File: config.mk
export PLATFORM = sky130hd
export DESIGN_NAME = wide_signed_add_to_decimal
export DESIGN_NICKNAME = d
export VERILOG_FILES = /design/src/rtl/wsad_pkg.sv /design/src/rtl/wsad_datapath.sv /design/src/rtl/wsad_controller.sv /design/src/rtl/wide_signed_add_to_decimal.sv
export SDC_FILE = /design/constraint.sdc
export NUM_CORES = 1
export LEC_CHECK = 0
export ABC_AREA = 0
export BUFFER_PORTS_ARGS = -buffer_cell sky130_fd_sc_hd__buf_4
export CAP_MARGIN = 20
export CORE_ASPECT_RATIO = 0.8
export CORE_MARGIN = 4
export CORE_UTILIZATION = 45
export CTS_CLUSTER_SIZE = 40
export DETAILED_ROUTE_END_ITERATION = 6
export HOLD_SLACK_MARGIN = 0.15
export PLACE_DENSITY = 0.66
export SLEW_MARGIN = 15
export SYNTH_ARGS = -nofsm -noshare
export SYNTH_HDL_FRONTEND = slang
export SYNTH_SLANG_ARGS = --single-unit
File: constraint.sdc
create_clock -name clk -period 10.68 [get_ports clk]
set_input_delay 0.534 -clock clk [delete_from_list [all_inputs] [get_ports clk]]
set_output_delay 0.534 -clock clk [all_outputs]
set_load 0.05 [all_outputs]
File: src/rtl/wsad_pkg.sv
package wsad_pkg;

	// Operand half width; only the low HALF_BITS bits of each input half are used
	localparam int HALF_BITS = 64;
	localparam int IN_BITS = 64;
	localparam int WORD_BITS = 2 * HALF_BITS;

	// Decimal digits of 2^(WORD_BITS-1), the largest magnitude
	localparam int DIGITS = (((WORD_BITS - 1) * 30103) / 100000) + 1;
	localparam int BCD_BITS = 4 * DIGITS;

	localparam int BIT_CNT_BITS = $clog2(WORD_BITS);
	localparam int DIG_CNT_BITS = $clog2(DIGITS);

	localparam logic [BIT_CNT_BITS-1:0] LAST_BIT = BIT_CNT_BITS'(WORD_BITS - 1);
	localparam logic [DIG_CNT_BITS-1:0] TOP_DIGIT = DIG_CNT_BITS'(DIGITS - 1);

	// Commands from controller to datapath
	typedef struct packed {
		logic load;
		logic negate;
		logic convert;
		logic skip;
		logic emit;
		logic last;
	} cmd_t;

	// Status from datapath to controller
	typedef struct packed {
		logic top_zero;
	} status_t;

endpackage

File: src/rtl/wsad_datapath.sv
module wsad_datapath (
	input  logic                          clk,
	input  logic                          arst_n,
	input  wsad_pkg::cmd_t                cmd,
	output wsad_pkg::status_t             status,
	input  logic [wsad_pkg::IN_BITS-1:0]  a_upper,
	input  logic [wsad_pkg::IN_BITS-1:0]  a_lower,
	input  logic [wsad_pkg::IN_BITS-1:0]  b_upper,
	input  logic [wsad_pkg::IN_BITS-1:0]  b_lower,
	output logic [3:0]                    digit,
	output logic                          negative,
	output logic                          last_digit,
	output logic                          strobe
);

	logic [wsad_pkg::WORD_BITS-1:0] sum_q;
	logic [wsad_pkg::BCD_BITS-1:0]  bcd_q;
	logic [wsad_pkg::BCD_BITS-1:0]  bcd_adj;
	logic [wsad_pkg::WORD_BITS-1:0] op_a;
	logic [wsad_pkg::WORD_BITS-1:0] op_b;
	logic                           neg_q;
	logic [3:0]                     digit_q;
	logic                           negative_q;
	logic                           last_q;
	logic                           valid_q;

	// Assemble operands from the used low halves
	assign op_a = {a_upper[wsad_pkg::HALF_BITS-1:0], a_lower[wsad_pkg::HALF_BITS-1:0]};
	assign op_b = {b_upper[wsad_pkg::HALF_BITS-1:0], b_lower[wsad_pkg::HALF_BITS-1:0]};

	// Add 3 to every BCD digit of 5 or more before the shift
	always_comb begin
		for (int d = 0; d < wsad_pkg::DIGITS; d++) begin
			if (bcd_q[4*d +: 4] >= 4'd5) begin
				bcd_adj[4*d +: 4] = bcd_q[4*d +: 4] + 4'd3;
			end else begin
				bcd_adj[4*d +: 4] = bcd_q[4*d +: 4];
			end
		end
	end

	assign status.top_zero = (bcd_q[wsad_pkg::BCD_BITS-1 -: 4] == 4'd0);

	// Sum, magnitude and BCD conversion registers
	always_ff @(posedge clk) begin
		if (cmd.load) begin
			sum_q <= op_a + op_b;
			bcd_q <= '0;
		end else if (cmd.negate) begin
			neg_q <= sum_q[wsad_pkg::WORD_BITS-1];
			if (sum_q[wsad_pkg::WORD_BITS-1]) begin
				sum_q <= ~sum_q + wsad_pkg::WORD_BITS'(1);
			end
		end else if (cmd.convert) begin
			bcd_q <= {bcd_adj[wsad_pkg::BCD_BITS-2:0], sum_q[wsad_pkg::WORD_BITS-1]};
			sum_q <= {sum_q[wsad_pkg::WORD_BITS-2:0], 1'b0};
		end else if (cmd.skip || cmd.emit) begin
			bcd_q <= {bcd_q[wsad_pkg::BCD_BITS-5:0], 4'd0};
		end
	end

	// Output payload
	always_ff @(posedge clk) begin
		if (cmd.emit) begin
			digit_q    <= bcd_q[wsad_pkg::BCD_BITS-1 -: 4];
			negative_q <= neg_q;
			last_q     <= cmd.last;
		end
	end

	// Output strobe
	always_ff @(posedge clk or negedge arst_n) begin
		if (!arst_n) begin
			valid_q <= 1'b0;
		end else begin
			valid_q <= cmd.emit;
		end
	end

	assign digit      = digit_q;
	assign negative   = negative_q;
	assign last_digit = last_q;
	assign strobe     = valid_q;

	a_digit_range: assert property (@(posedge clk) disable iff (!arst_n)
		valid_q |-> digit_q <= 4'd9)
		else $error("digit out of decimal range");

	a_run_unbroken: assert property (@(posedge clk) disable iff (!arst_n)
		valid_q && !last_q |=> valid_q)
		else $error("digit run broken before last digit");

	a_load_quiet: assert property (@(posedge clk) disable iff (!arst_n)
		cmd.load |=> !valid_q)
		else $error("digit transfer right after load");

endmodule

File: src/rtl/wsad_controller.sv
module wsad_controller (
	input  logic              clk,
	input  logic              arst_n,
	input  logic              start,
	output logic              busy,
	output wsad_pkg::cmd_t    cmd,
	input  wsad_pkg::status_t status
);

	typedef enum logic [2:0] {
		ST_IDLE,
		ST_NEG,
		ST_CONV,
		ST_SKIP,
		ST_EMIT
	} state_t;

	state_t                            state_q;
	logic [wsad_pkg::BIT_CNT_BITS-1:0] bit_cnt_q;
	logic [wsad_pkg::DIG_CNT_BITS-1:0] dig_cnt_q;
	logic                              skip_go;

	assign skip_go = status.top_zero && (dig_cnt_q != '0);

	// Decode commands from state
	always_comb begin
		cmd         = '0;
		cmd.load    = (state_q == ST_IDLE) && start;
		cmd.negate  = (state_q == ST_NEG);
		cmd.convert = (state_q == ST_CONV);
		cmd.skip    = (state_q == ST_SKIP) && skip_go;
		cmd.emit    = (state_q == ST_EMIT);
		cmd.last    = (state_q == ST_EMIT) && (dig_cnt_q == '0);
	end

	assign busy = (state_q != ST_IDLE);

	// Sequence add, sign fix, bit-serial conversion, zero skip and digit output
	always_ff @(posedge clk or negedge arst_n) begin
		if (!arst_n) begin
			state_q   <= ST_IDLE;
			bit_cnt_q <= '0;
			dig_cnt_q <= '0;
		end else begin
			unique case (state_q)
				ST_IDLE: begin
					if (start) begin
						state_q <= ST_NEG;
					end
				end
				ST_NEG: begin
					bit_cnt_q <= wsad_pkg::LAST_BIT;
					state_q   <= ST_CONV;
				end
				ST_CONV: begin
					bit_cnt_q <= bit_cnt_q - wsad_pkg::BIT_CNT_BITS'(1);
					if (bit_cnt_q == '0) begin
						dig_cnt_q <= wsad_pkg::TOP_DIGIT;
						state_q   <= ST_SKIP;
					end
				end
				ST_SKIP: begin
					if (skip_go) begin
						dig_cnt_q <= dig_cnt_q - wsad_pkg::DIG_CNT_BITS'(1);
					end else begin
						state_q <= ST_EMIT;
					end
				end
				ST_EMIT: begin
					dig_cnt_q <= dig_cnt_q - wsad_pkg::DIG_CNT_BITS'(1);
					if (dig_cnt_q == '0) begin
						state_q <= ST_IDLE;
					end
				end
				default: begin
					state_q <= ST_IDLE;
				end
			endcase
		end
	end

	a_start_busy: assert property (@(posedge clk) disable iff (!arst_n)
		start && !busy |=> busy)
		else $error("accepted item did not raise busy");

	a_last_done: assert property (@(posedge clk) disable iff (!arst_n)
		cmd.emit && cmd.last |=> !busy)
		else $error("still busy after last digit");

	a_busy_end: assert property (@(posedge clk) disable iff (!arst_n)
		$fell(busy) |-> $past(cmd.emit && cmd.last))
		else $error("busy dropped before last digit");

endmodule

File: src/rtl/wide_signed_add_to_decimal.sv
// Sequence: form the sign and magnitude, then bit-serial BCD shifting with one shift per sum
// bit, then suppression of leading zero digits, then one digit per cycle. The block takes a
// new item only when idle; busy drops in the cycle that carries the last digit.
// Reset: arst_n clears the controller and the strobe; the receiver cannot stall.
module wide_signed_add_to_decimal (
	input  logic                         clk,
	input  logic                         arst_n,
	input  logic                         start,
	output logic                         busy,
	input  logic [wsad_pkg::IN_BITS-1:0] a_upper,
	input  logic [wsad_pkg::IN_BITS-1:0] a_lower,
	input  logic [wsad_pkg::IN_BITS-1:0] b_upper,
	input  logic [wsad_pkg::IN_BITS-1:0] b_lower,
	output logic [3:0]                   digit,
	output logic                         negative,
	output logic                         last_digit,
	output logic                         strobe
);

	wsad_pkg::cmd_t    cmd;
	wsad_pkg::status_t status;

	wsad_controller u_ctrl (
		.clk    (clk),
		.arst_n (arst_n),
		.start  (start),
		.busy   (busy),
		.cmd    (cmd),
		.status (status)
	);

	wsad_datapath u_dp (
		.clk        (clk),
		.arst_n     (arst_n),
		.cmd        (cmd),
		.status     (status),
		.a_upper    (a_upper),
		.a_lower    (a_lower),
		.b_upper    (b_upper),
		.b_lower    (b_lower),
		.digit      (digit),
		.negative   (negative),
		.last_digit (last_digit),
		.strobe     (strobe)
	);

endmodule

==> impl_results.md <==
- Outcome: finished clean
- Area delta synth->final: 12.3%
- Placed Cells: 4755
- Post-route DRC: 0
- Synth warn: 0
- Peak supply drop: 90.3 µV
- Yosys reg bits: 308
- Sequential share of the synthesized area: between 20% and 30%
- GP Congestion: 0.958
- Vias after detailed routing: just under 30k
- Setup crit start kind: primary input
- Crit path arrival time: about 5200 ps
- Cell Count, Final, Fillers Out: about 4.8k
- Async SR Flop Fraction: under 10%
- Clk slew on worst S/H paths: around 60 ps
- Die Wd: approximately 300 µm
- Die height: 236 µm
- Initial core utilization: approximately 45%
- Vias per cell: between 6 and 7
- Clock sink count: 308
- Crit path capture type: register
- Htree depth: 2
- Clock Latency Late Sink: between 500 and 600 ps
- Ys flop type: dfxtp_1
- Mapped Area: 29100 µm²
- # diodes: 0
- Reg2reg path depth: 12
- Tmin final: 4910 ps
- Input/output buffers: 266
- Max Slew Vio Count: 0
- Post-layout power: 3160 µW
- Largest net degree at the start of global routing: around 110
- CTS tree: done
- Worst r2r src: u_dp.sum_q[0]$_DFFE_PP_
- Total setup buffers inserted after CTS: 0
- R2R Setup Slk: roughly 6400 ps
- Initial antenna violation count: 0
- Crit share post-route: between 40% and 50%
- Layout cells sized above 1: 9.97%
- Max-cap viol count: 0
- Row count: 83
- # IOs: 267
- Finished Cell Area: ~33000 µm²
- Final Hold Viols: 0
- R2R Path End: u_dp.sum_q[114]$_DFFE_PP_
- Crit Path Max Fanout: 5
- Worst Hold Class: primary input to async pin
- Final setup vio count: 0
- F_max: 204 MHz
- Worst-Margin Slew: 1140 ps
- WL final: about 87 mm
- Dpl ws: approximately 5200 ps
- Final nets: approximately 4.4k
- CP required: 10940 ps
- Fin Setup TNS: 0 ps
- Synthesized area per cell: approximately 7.6 µm²
- Leakage power: roughly 0.013 µW
- Worst slew margin: 23.5%
- Clock buffer depth: 3
- DP Wirelength: ~62 mm
- Pwr Density: around 97 nW/µm²
- Worst clock skew: approximately 22 ps
- Unrepaired setup endpoints after global routing: no
- Placed instance area: 31500 µm²
- Vias in the first global route: 26.4k
- Post-synth EDFFs: 135
- Inserted Clock Buffers: 39
- First-pass GRT wire length: around 140 mm
- Post-Synthesis Cells: 3857
- Cell variety after synth: 89
- Antenna viol nets, final: 0
- Final setup margin: 5770 ps
- TritonRoute pass-1 iters: 6
- Syn_nets: about 4.3k
- Root Buffer Master: clkbuf_16
- Die ar.: 68900 µm²
- Drt wl/cell: roughly 18 µm
- Gr ovfl total: 0
- GRT Total Usage: between 20% and 30%
- Initial DRC count: 2957
- Core footprint: approximately 64000 µm²
- CP Launch Point: a_lower[0]
- Critical path type: primary input to register
worst max-delay path, cell delays in order:
cell and delay (ps):
buf_4 110, ha_1 210, fa_1 570, a21o_1 260, a221o_1 350, a211oi_1 510, nor3_1 190, nor4_2 610
o311ai_1 440, a31oi_1 650, o21ai_0 260, a21oi_1 230, xor2_1 160, a21oi_1 80
layer usage:
layer	routed length [µm]	track usage (%)
met1	43200	37.7
met2	35100	33.8
met3	7610	4.69
met4	1310	4.41
met5	0	0
cells by family after synthesis:
logic type,count (synthesis),share of synthesized area [%]
xor gates and xnor gates,220,6.61
muxes,14,0.485
buffers and inverters,372,4.83
AOI/OAI and AO/OA,1447,31.2
adders and majority gates,212,9.13
DFF,308,26.1
and+or+nand+nor,1284,21.6
report_power, final:
| group | switching, µW | internal (µW) | total (µW) |
|---|---|---|---|
| sequential | 0 | 1220 | 1220 |
| clock | 517 | 725 | 1240 |
| combinational | 424 | 273 | 697 |
sequential cells by signal (all words and copies together) (netlist names):
| name | count |
|---|---|
| u_ctrl.bit_cnt_q | 7 |
| u_dp.neg_q | 1 |
| u_dp.negative | 1 |
| u_ctrl.dig_cnt_q | 6 |
| u_dp.strobe | 1 |
| u_dp.last_digit | 1 |
| u_ctrl.state_q | 3 |
| u_dp.digit | 4 |
| u_dp.bcd_q | 156 |
| u_dp.sum_q | 128 |
placed cells by master (no fill, tap or decap), types with 11 or more instances in the layout:
cell and count:
a21boi_0 13, dfrtp_1 17, a211oi_1 91, a22oi_1 48
nor3_1 64, o21ai_0 352, nor2b_1 92, a21oi_1 457
o311ai_0 38, clkbuf_1 12, edfxtp_1 135, o22ai_1 24
a21o_1 70, a311oi_1 40, a31oi_1 24, xnor2_1 136
o21a_1 17, o211ai_1 11, ha_1 211, or3_1 28
nor2_1 374, dfxtp_1 156, nor4_1 22, nand2b_1 60
nand4_1 83, clkbuf_16 39, inv_1 131, buf_4 288
mux2i_1 13, nand2_1 366, a221oi_1 116, xor2_1 84
o21bai_1 38, nand3_1 77, nand3b_1 30, and3_1 16
o31ai_1 53
stage by stage:
step | hold slack, ps | util, %
2_1_floorplan | 238 | -
3_3_place_gp | 418 | 49.1
3_5_place_dp | 418 | 49.1
4_1_cts | 379 | 51.0
5_1_grt | 413 | 51.0
6_report | 394 | 51.0
area by class of cell:
cell class / count / area, µm²
Tap cell: 850 / 1060
Multi-Input combinational cell: 3177 / 20200
Inverter: 132 / 495
Clock inverter: 6 / 32.5
Timing Repair Buffer: 290 / 2190
Sequential cell: 308 / 7600
Fill cell: 6329 / 31500
Clock buffer: 59 / 1130
Yosys cell counts, drive strengths merged (11+ instances only):
cell type  count  area share (%)
a21oi        457             7.8
nor2         375             4.8
nand2        369             4.8
o21ai        355             6.1
clkbuf       231             3.0
ha           211             9.1
dfxtp        156              11
xnor2        136             4.1
edfxtp       135              14
inv          131             1.7
a221oi       116             3.5
a211oi        92             2.4
nor2b         92             2.0
xor2          84             2.5
nand4         83             1.8
nand3         77             1.3
nor3          72             1.4
a21o          70             1.8
nand2b        62             1.4
o31ai         53             1.4
a22oi         48             1.2
a311oi        40             1.2
o311ai        39             1.2
o21bai        38            0.98
nor4          32             1.1
nand3b        31            0.84
or3           30            0.66
o22ai         25            0.54
a31oi         24            0.52
dfrtp         17             1.5
o21a          17            0.44
and3          16            0.34
a21boi        15            0.39
mux2i         13            0.45
o211ai        11            0.28
repair_timing:
action                     CTS  global route
hold buffers                 1             0
hold endpoints to repair    17             0
resized for setup            0             0
setup endpoints to repair    0             0
worst max-delay path by stage:
| stage | end | slack (ps) |
|---|---|---|
| global route | u_dp.sum_q[124]$_DFFE_PP_ | 5470 |
| CTS | u_dp.sum_q[104]$_DFFE_PP_ | 5790 |
| global placement | u_dp.sum_q[120]$_DFFE_PP_ | 5260 |
| detailed placement | u_dp.sum_q[104]$_DFFE_PP_ | 5200 |
| finish | u_dp.sum_q[104]$_DFFE_PP_ | 5770 |
| floorplan | u_dp.sum_q[100]$_DFFE_PP_ | 2500 |
Note: power is estimated with default switching activity, not from simulation.
